## config.mk

```make
export PLATFORM = sky130hd
export DESIGN_NAME = recent_share_duplicate_filter
export DESIGN_NICKNAME = d
export VERILOG_FILES = /design/src/design/rsdf_pkg.sv /design/src/design/recent_share_duplicate_filter.sv
export SDC_FILE = /design/constraint.sdc
export NUM_CORES = 2
export LEC_CHECK = 0
export BUFFER_PORTS_ARGS = -buffer_cell sky130_fd_sc_hd__buf_2
export CELL_PAD_IN_SITES_DETAIL_PLACEMENT = 0
export CELL_PAD_IN_SITES_GLOBAL_PLACEMENT = 1
export CORE_ASPECT_RATIO = 1.4
export CORE_MARGIN = 2
export CORE_UTILIZATION = 43
export DETAILED_ROUTE_END_ITERATION = 10
export PLACE_DENSITY = 0.74
export SLEW_MARGIN = 30
export SYNTH_ARGS = -nofsm -noshare
export SYNTH_HDL_FRONTEND = slang
export SYNTH_SLANG_ARGS = --single-unit
```

## constraint.sdc

```tcl
create_clock -name aclk -period 11.8 [get_ports aclk]
set_clock_uncertainty 0.1 [all_clocks]
set_input_delay 2.36 -clock aclk [delete_from_list [all_inputs] [get_ports aclk]]
set_output_delay 2.36 -clock aclk [all_outputs]
set_load 0.02 [all_outputs]
```

## src/design/rsdf_pkg.sv

```systemverilog
// ---------------------------------------------------------------------------
// rsdf_pkg
// Shared types and codes for the recent share duplicate filter.
// ---------------------------------------------------------------------------
`default_nettype none

package rsdf_pkg;

    localparam int NONCE_W  = 32;
    localparam int JOB_W    = 32;
    localparam int WORKER_W = 8;
    localparam int SHARE_W  = NONCE_W + JOB_W + WORKER_W;

    localparam int STATUS_W = 2;
    localparam int SLOT_W   = 5;
    localparam int RES_W    = 8;
    localparam int RES_PAD  = RES_W - STATUS_W - SLOT_W;

    // result codes
    typedef enum logic [STATUS_W-1:0] {
        STATUS_ACCEPTED  = 2'd0,
        STATUS_DUPLICATE = 2'd1,
        STATUS_INVALID   = 2'd2
    } status_t;

    // one share, nonce in the lowest bits
    typedef struct packed {
        logic [WORKER_W-1:0] worker;
        logic [JOB_W-1:0]    job;
        logic [NONCE_W-1:0]  nonce;
    } share_t;

endpackage

`default_nettype wire

```

## src/design/recent_share_duplicate_filter.sv

```systemverilog
// ---------------------------------------------------------------------------
// recent_share_duplicate_filter
// Drops shares already seen in a ring of recent shares, stores new ones.
// ---------------------------------------------------------------------------
// Usage:
//   The s_ channel carries one share per beat (nonce, job number, worker id).
//   The m_ channel returns one result per share: a status code and the ring
//   slot a new share was written to.
//   A share with a worker id at or above WORKER_LIMIT is answered as invalid
//   without a ring scan. Any other share is compared against the
//   ring, one entry per cycle read from a single-port memory with registered
//   read data, so a new share is compared with every entry before its result
//   is set; a duplicate finishes as soon as the matching entry is compared.
//   One share is in work at a time: s_tready is high only while no share is
//   being checked. The result sits in an output register, so the next share
//   is taken while a result still waits for m_tready; a stalled receiver
//   holds the following result back in the block until the register frees.
//   Reset clears the valid bits of all ring entries, the write pointer and
//   the result valid; the ring contents themselves are not cleared.
// ---------------------------------------------------------------------------
`default_nettype none

module recent_share_duplicate_filter #(
    parameter int RING_DEPTH   = 32,
    parameter int WORKER_LIMIT = 16
) (
    input  logic                       aclk,
    input  logic                       aresetn,
    input  logic                       s_tvalid,
    output logic                       s_tready,
    // nonce[31:0], job_number[63:32], worker_id[71:64]
    input  logic [rsdf_pkg::SHARE_W-1:0] s_tdata,
    output logic                       m_tvalid,
    input  logic                       m_tready,
    // status[1:0], slot_written[6:2], zero[7]
    output logic [rsdf_pkg::RES_W-1:0] m_tdata
);

    localparam int IDX_W = (RING_DEPTH > 1) ? $clog2(RING_DEPTH) : 1;
    localparam int CNT_W = $clog2(RING_DEPTH + 1);
    localparam logic [CNT_W-1:0] CNT_END  = CNT_W'(RING_DEPTH);
    localparam logic [IDX_W-1:0] IDX_LAST = IDX_W'(RING_DEPTH - 1);

    typedef enum logic [2:0] {
        ST_IDLE = 3'b001,
        ST_SCAN = 3'b010,
        ST_DONE = 3'b100
    } state_t;

    state_t                              state_reg, state_next;
    rsdf_pkg::share_t                    share_reg, share_next;
    rsdf_pkg::share_t                    s_share;
    logic [CNT_W-1:0]                    cnt_reg, cnt_next;
    logic                                cmp_vld_reg, cmp_vld_next;
    logic [IDX_W-1:0]                    cmp_idx_reg, cmp_idx_next;
    logic [IDX_W-1:0]                    wp_reg, wp_next;
    logic [RING_DEPTH-1:0]               valid_reg;
    rsdf_pkg::status_t                   res_status_reg, res_status_next;
    logic [rsdf_pkg::SLOT_W-1:0]         res_slot_reg, res_slot_next;
    logic                                m_tvalid_reg, m_tvalid_next;
    logic [rsdf_pkg::RES_W-1:0]          m_tdata_reg, m_tdata_next;

    rsdf_pkg::share_t                    ring_mem [RING_DEPTH];
    rsdf_pkg::share_t                    rd_data_reg;
    logic                                mem_re, mem_we;
    logic [IDX_W-1:0]                    rd_addr;

    logic                                hit;
    logic                                out_free;
    logic [IDX_W+rsdf_pkg::SLOT_W-1:0]   wp_ext;

    assign s_share  = rsdf_pkg::share_t'(s_tdata);
    assign s_tready = (state_reg == ST_IDLE);
    assign m_tvalid = m_tvalid_reg;
    assign m_tdata  = m_tdata_reg;

    assign rd_addr  = cnt_reg[IDX_W-1:0];
    assign hit      = cmp_vld_reg && valid_reg[cmp_idx_reg] && (rd_data_reg == share_reg);
    assign out_free = !m_tvalid_reg || m_tready;
    // slot field carries the low bits of the pointer
    assign wp_ext   = {{rsdf_pkg::SLOT_W{1'b0}}, wp_reg};

    always_comb begin
        state_next      = state_reg;
        share_next      = share_reg;
        cnt_next        = cnt_reg;
        cmp_vld_next    = cmp_vld_reg;
        cmp_idx_next    = cmp_idx_reg;
        wp_next         = wp_reg;
        res_status_next = res_status_reg;
        res_slot_next   = res_slot_reg;
        m_tvalid_next   = m_tvalid_reg && !m_tready;
        m_tdata_next    = m_tdata_reg;
        mem_re          = 1'b0;
        mem_we          = 1'b0;

        unique case (state_reg)
            ST_IDLE: begin
                if (s_tvalid) begin
                    share_next = s_share;
                    if (s_share.worker >= rsdf_pkg::WORKER_W'(WORKER_LIMIT)) begin
                        res_status_next = rsdf_pkg::STATUS_INVALID;
                        res_slot_next   = '0;
                        state_next      = ST_DONE;
                    end else begin
                        cnt_next     = '0;
                        cmp_vld_next = 1'b0;
                        state_next   = ST_SCAN;
                    end
                end
            end
            ST_SCAN: begin
                // read stage: one entry per cycle
                if (cnt_reg != CNT_END) begin
                    mem_re       = 1'b1;
                    cmp_vld_next = 1'b1;
                    cmp_idx_next = rd_addr;
                    cnt_next     = cnt_reg + 1'b1;
                end else begin
                    cmp_vld_next = 1'b0;
                end
                // compare stage, in the cycle after the read
                if (hit) begin
                    res_status_next = rsdf_pkg::STATUS_DUPLICATE;
                    res_slot_next   = '0;
                    cmp_vld_next    = 1'b0;
                    state_next      = ST_DONE;
                end else if (cmp_vld_reg && (cmp_idx_reg == IDX_LAST)) begin
                    mem_we          = 1'b1;
                    res_status_next = rsdf_pkg::STATUS_ACCEPTED;
                    res_slot_next   = wp_ext[rsdf_pkg::SLOT_W-1:0];
                    wp_next         = (wp_reg == IDX_LAST) ? '0 : IDX_W'(wp_reg + 1'b1);
                    cmp_vld_next    = 1'b0;
                    state_next      = ST_DONE;
                end
            end
            ST_DONE: begin
                if (out_free) begin
                    m_tvalid_next = 1'b1;
                    m_tdata_next  = {{rsdf_pkg::RES_PAD{1'b0}}, res_slot_reg, res_status_reg};
                    state_next    = ST_IDLE;
                end
            end
            default: begin
                state_next = ST_IDLE;
            end
        endcase
    end

    always_ff @(posedge aclk) begin
        if (!aresetn) begin
            state_reg    <= ST_IDLE;
            cnt_reg      <= '0;
            cmp_vld_reg  <= 1'b0;
            wp_reg       <= '0;
            valid_reg    <= '0;
            m_tvalid_reg <= 1'b0;
        end else begin
            state_reg    <= state_next;
            cnt_reg      <= cnt_next;
            cmp_vld_reg  <= cmp_vld_next;
            wp_reg       <= wp_next;
            m_tvalid_reg <= m_tvalid_next;
            if (mem_we) begin
                valid_reg[wp_reg] <= 1'b1;
            end
        end
    end

    always_ff @(posedge aclk) begin
        share_reg      <= share_next;
        cmp_idx_reg    <= cmp_idx_next;
        res_status_reg <= res_status_next;
        res_slot_reg   <= res_slot_next;
        m_tdata_reg    <= m_tdata_next;
    end

    // ring storage, single port
    always_ff @(posedge aclk) begin
        if (mem_we) begin
            ring_mem[wp_reg] <= share_reg;
        end
        if (mem_re) begin
            rd_data_reg <= ring_mem[rd_addr];
        end
    end

endmodule

`default_nettype wire

```

==> metrics.md <==
| Metric | Value |
|---|---|
| Routed wire per std cell | 32.0 um |
| Worst-skew pair later-pin latency | 0.88 ns |
| Hold Violations, Final | 0 |
| Post-CTS Setup Repair Bufs | 0 |
| Leakage | 31.8 nW |
| Layout Cells excl Fill | 7114 |
| Asr flop ratio synth | 0% |
| Nature of the critical path startpoint | flop |
| Placeable Area | 220000 um2 |
| Hold Path End | m_tdata[6] |
| Total GRT Usage | 20.1% |
| CTS tree | yes |
| Total congestion overflow | 0 |
| R2R depth | 9 |
| Post-route ant nets | 0 |
| CTS Buf Count | 221 |
| Commonest register cell after synthesis | edfxtp_1 |
| Placed Instances | 6704 |
| Arrival time of the worst setup path | 5.90 ns |
| Setup crit end kind | flop |
| Vias in the first global route | 43400 |
| Avg Vias per Cell | 5.98 |
| Relative slew margins | 31.3% |
| Ys Warns | 0 |
| Chip width | 402 um |
| Area grow syn2layout | 12.3% |
| Largest net degree at the start of global routing | 138 |
| Sequential fraction of the synthesis area | 78.9% |
| Fillers | 17100 |
| Die area | 225000 um2 |
| Post-synth EDFFs | 2467 |
| Detailed Place HPWL | 123 mm |
| Row count | 204 |
| Synthesized cell area | 95100 um2 |
| Slowest CP cell | and3_4 |
| Final period util | 46.8% |
| RR Startpoint | share_reg[51] |
| Initial antenna violation count | 12 |
| Mapped Cells | 3801 |
| Clk pin slew, worst setup/hold paths | 0.07 ns |
| Highest net fanout along the worst path | 68 |
| Fin Hold WS | 0.311 ns |
| Worst path max stage delay | 0.90 ns |
| Minimum clock period | 5.53 ns |
| Drt first pass iters | 6 |
| Post-CTS Hold Fix Bufs | 0 |
| Pre-CTS setup slack | 6.31 ns |
| First-pass GRT wire length | 325 mm |
| Worst hold path cell count | 0 |
| Worst path most repeated cell | buf_4 |
| Tot Pwr | 17.2 mW |
| Initial Utilization | 43.2% |
| CTS HTree Levels | 4 |
| Setup violators final | 0 |
| Nets@finish | 4136 |
| Gpl congestion | 0.787 |
| Worst Tran Pin Value | 1.03 ns |
| Hold WC Path Type | reg -> reg |
| Max Cap Viol | 0 |
| Req. time, crit path | 12.17 ns |
| Synthesized net count | 3884 |
| Reg-to-reg slack, setup | 6.27 ns |
| Initial DRC count | 5286 |
| Maximum clock frequency | 181 MHz |
| Drt drc | 0 |
| Clock tree buffer depth | 4 |
| Status | finished, final reports clean |
| Hold path start | res_slot_reg[4] |
| IO Count | 86 |
| Final worst slack | 6.27 ns |
| # port buffers | 84 |
| Total number of vias | 42500 |
| Clock Sinks | 2515 |
| Detailed Route WL | 228 mm |
| Setup CP Type | reg -> reg |
| Worst VDD drop | 0.108 mV |
| Synth cell types | 53 |
| Number of flip-flops in the largest register | 2304 |
| Syn Area/Cell | 25.0 um2 |
| Root buf cell | clkbuf_16 |
| Post-CTS sizing | 0 |
| Worst reg2reg path endpoint | ring_mem[4][58] |
| Die Y | 561 um |
| Cell Pwr Density | 161 nW/um2 |
| #FFs+latches synth | 2515 |
| Setup_tns | 0 ns |
| Share of layout cells above drive strength 1 | 32.5% |
| Cell Chain, Critical Path | buf_4 -> xor2_1 -> nor4_1 -> nand4_1 -> nor4_4 -> nor2_4 -> buf_4 -> and3_4 -> buf_4 |
| Slew Viols, Final | 0 |
| RSZ-0062 raised after global routing | false |
-- cell usage in the layout (no fill, tap or decap), types with 43 or more instances in the layout --
| master | count |
|---|---|
| dfxtp_1 | 43 |
| edfxtp_1 | 2467 |
| mux2_2 | 72 |
| buf_2 | 85 |
| clkbuf_16 | 222 |
| mux4_2 | 730 |
| buf_4 | 108 |
| clkbuf_1 | 54 |
| clkinv_1 | 47 |
-- area by class of cell --
cell class                 instances  area (um2)  share of cell area [%]
tap                             2884        3610                    3.38
antenna                            5        12.5                  0.0117
multi-input combinational       1064       19400                    18.2
clock inverter                   115        1110                    1.04
sequential                      2515       75100                    70.2
inverter                          24        90.1                  0.0843
clock buffer                     280        5810                    5.44
timing repair buffer             227        1730                    1.62
-- metal layers --
layer	track usage, %	up-vias	routed length (um)
met1	26.6	23200	86800
met5	0	-	26
met4	6.44	4	7060
li1	-	17000	-
met2	34.6	1989	118000
met3	2.91	353	16200
-- worst max-delay path by stage --
stage | start | end | slack, ns | cells past startpoint
6_report | share_reg[51] | ring_mem[4][58] | 6.27 | 9
5_1_grt | share_reg[51] | ring_mem[4][51] | 6.22 | 9
4_1_cts | share_reg[51] | ring_mem[19][40] | 6.27 | 9
3_5_place_dp | share_reg[51] | ring_mem[19][40] | 6.31 | 9
3_3_place_gp | share_reg[8] | ring_mem[1][24] | 6.02 | 9
2_1_floorplan | cnt_reg[0] | cnt_reg[1] | 5.89 | 10
-- synth_stat cells, types with 2 or more instances --
| master | instances | area (um2) |
|---|---|---|
| nor4_1 | 10 | 62.6 |
| nor3b_1 | 3 | 22.5 |
| ha_1 | 7 | 87.6 |
| a22oi_1 | 3 | 22.5 |
| edfxtp_1 | 2467 | 74100 |
| nand4_1 | 12 | 75.1 |
| mux2_2 | 72 | 811 |
| and2_1 | 5 | 31.3 |
| and3_1 | 38 | 238 |
| a22o_1 | 2 | 17.5 |
| mux4_2 | 730 | 16400 |
| or4_1 | 3 | 22.5 |
| inv_1 | 23 | 86.3 |
| xor2_1 | 24 | 210 |
| a32o_1 | 34 | 340 |
| nor2_1 | 15 | 56.3 |
| o21ai_0 | 3 | 15.0 |
| buf_2 | 8 | 40.0 |
| o221ai_1 | 2 | 17.5 |
| nor2b_1 | 2 | 12.5 |
| a21oi_1 | 8 | 40.0 |
| buf_4 | 3 | 22.5 |
| and3b_1 | 2 | 17.5 |
| mux2i_1 | 4 | 40.0 |
| xnor2_1 | 34 | 298 |
| nand3_1 | 5 | 25.0 |
| and4_1 | 2 | 17.5 |
| nand2b_1 | 2 | 12.5 |
| dfxtp_1 | 48 | 961 |
| buf_1 | 49 | 184 |
| nand2_1 | 13 | 48.8 |
| nor3_1 | 5 | 25.0 |
| o22ai_1 | 6 | 37.5 |
| clkbuf_1 | 138 | 518 |
-- power by group --
part / total, mW / internal [mW] / switching (mW)
Clock: 7.06 / 3.90 / 3.16
Sequential: 9.89 / 9.87 / 0.0224
Combinational: 0.293 / 0.0548 / 0.238
Total: 17.2 / 13.8 / 3.42
-- cells by family (layout without fill, tap and decap cells) --
kind of cell / count (synthesis) / in the layout / share of synthesized area, %
AO/OA/AOI/OAI: 66 / 66 / 0.589
XOR/XNOR: 58 / 58 / 0.534
adder cells (fa/ha/maj): 7 / 7 / 0.0921
buffers and inverters: 222 / 646 / 0.898
flip-flops: 2515 / 2515 / 78.9
multiplexers: 807 / 807 / 18.2
other: 1 / 6 / 0.00394
AND/OR/NAND/NOR: 125 / 125 / 0.788
-- worst max-delay path: cells and delay by family (launching register included) --
family / cells / cell delay [ns]
buffers and inverters: 3 / 1.79
and+or+nand+nor: 5 / 2.04
xor gates and xnor gates: 1 / 0.72
DFF: 1 / 0.32
-- stage by stage --
step | area, um2 | utilization, %
finish | 107000 | 48.5
global route | 107000 | 48.5
CTS | 107000 | 48.4
detailed placement | 99800 | 45.3
global placement | 99600 | 45.2
floorplan | 95100 | -
(Power assumes the default switching activity.)
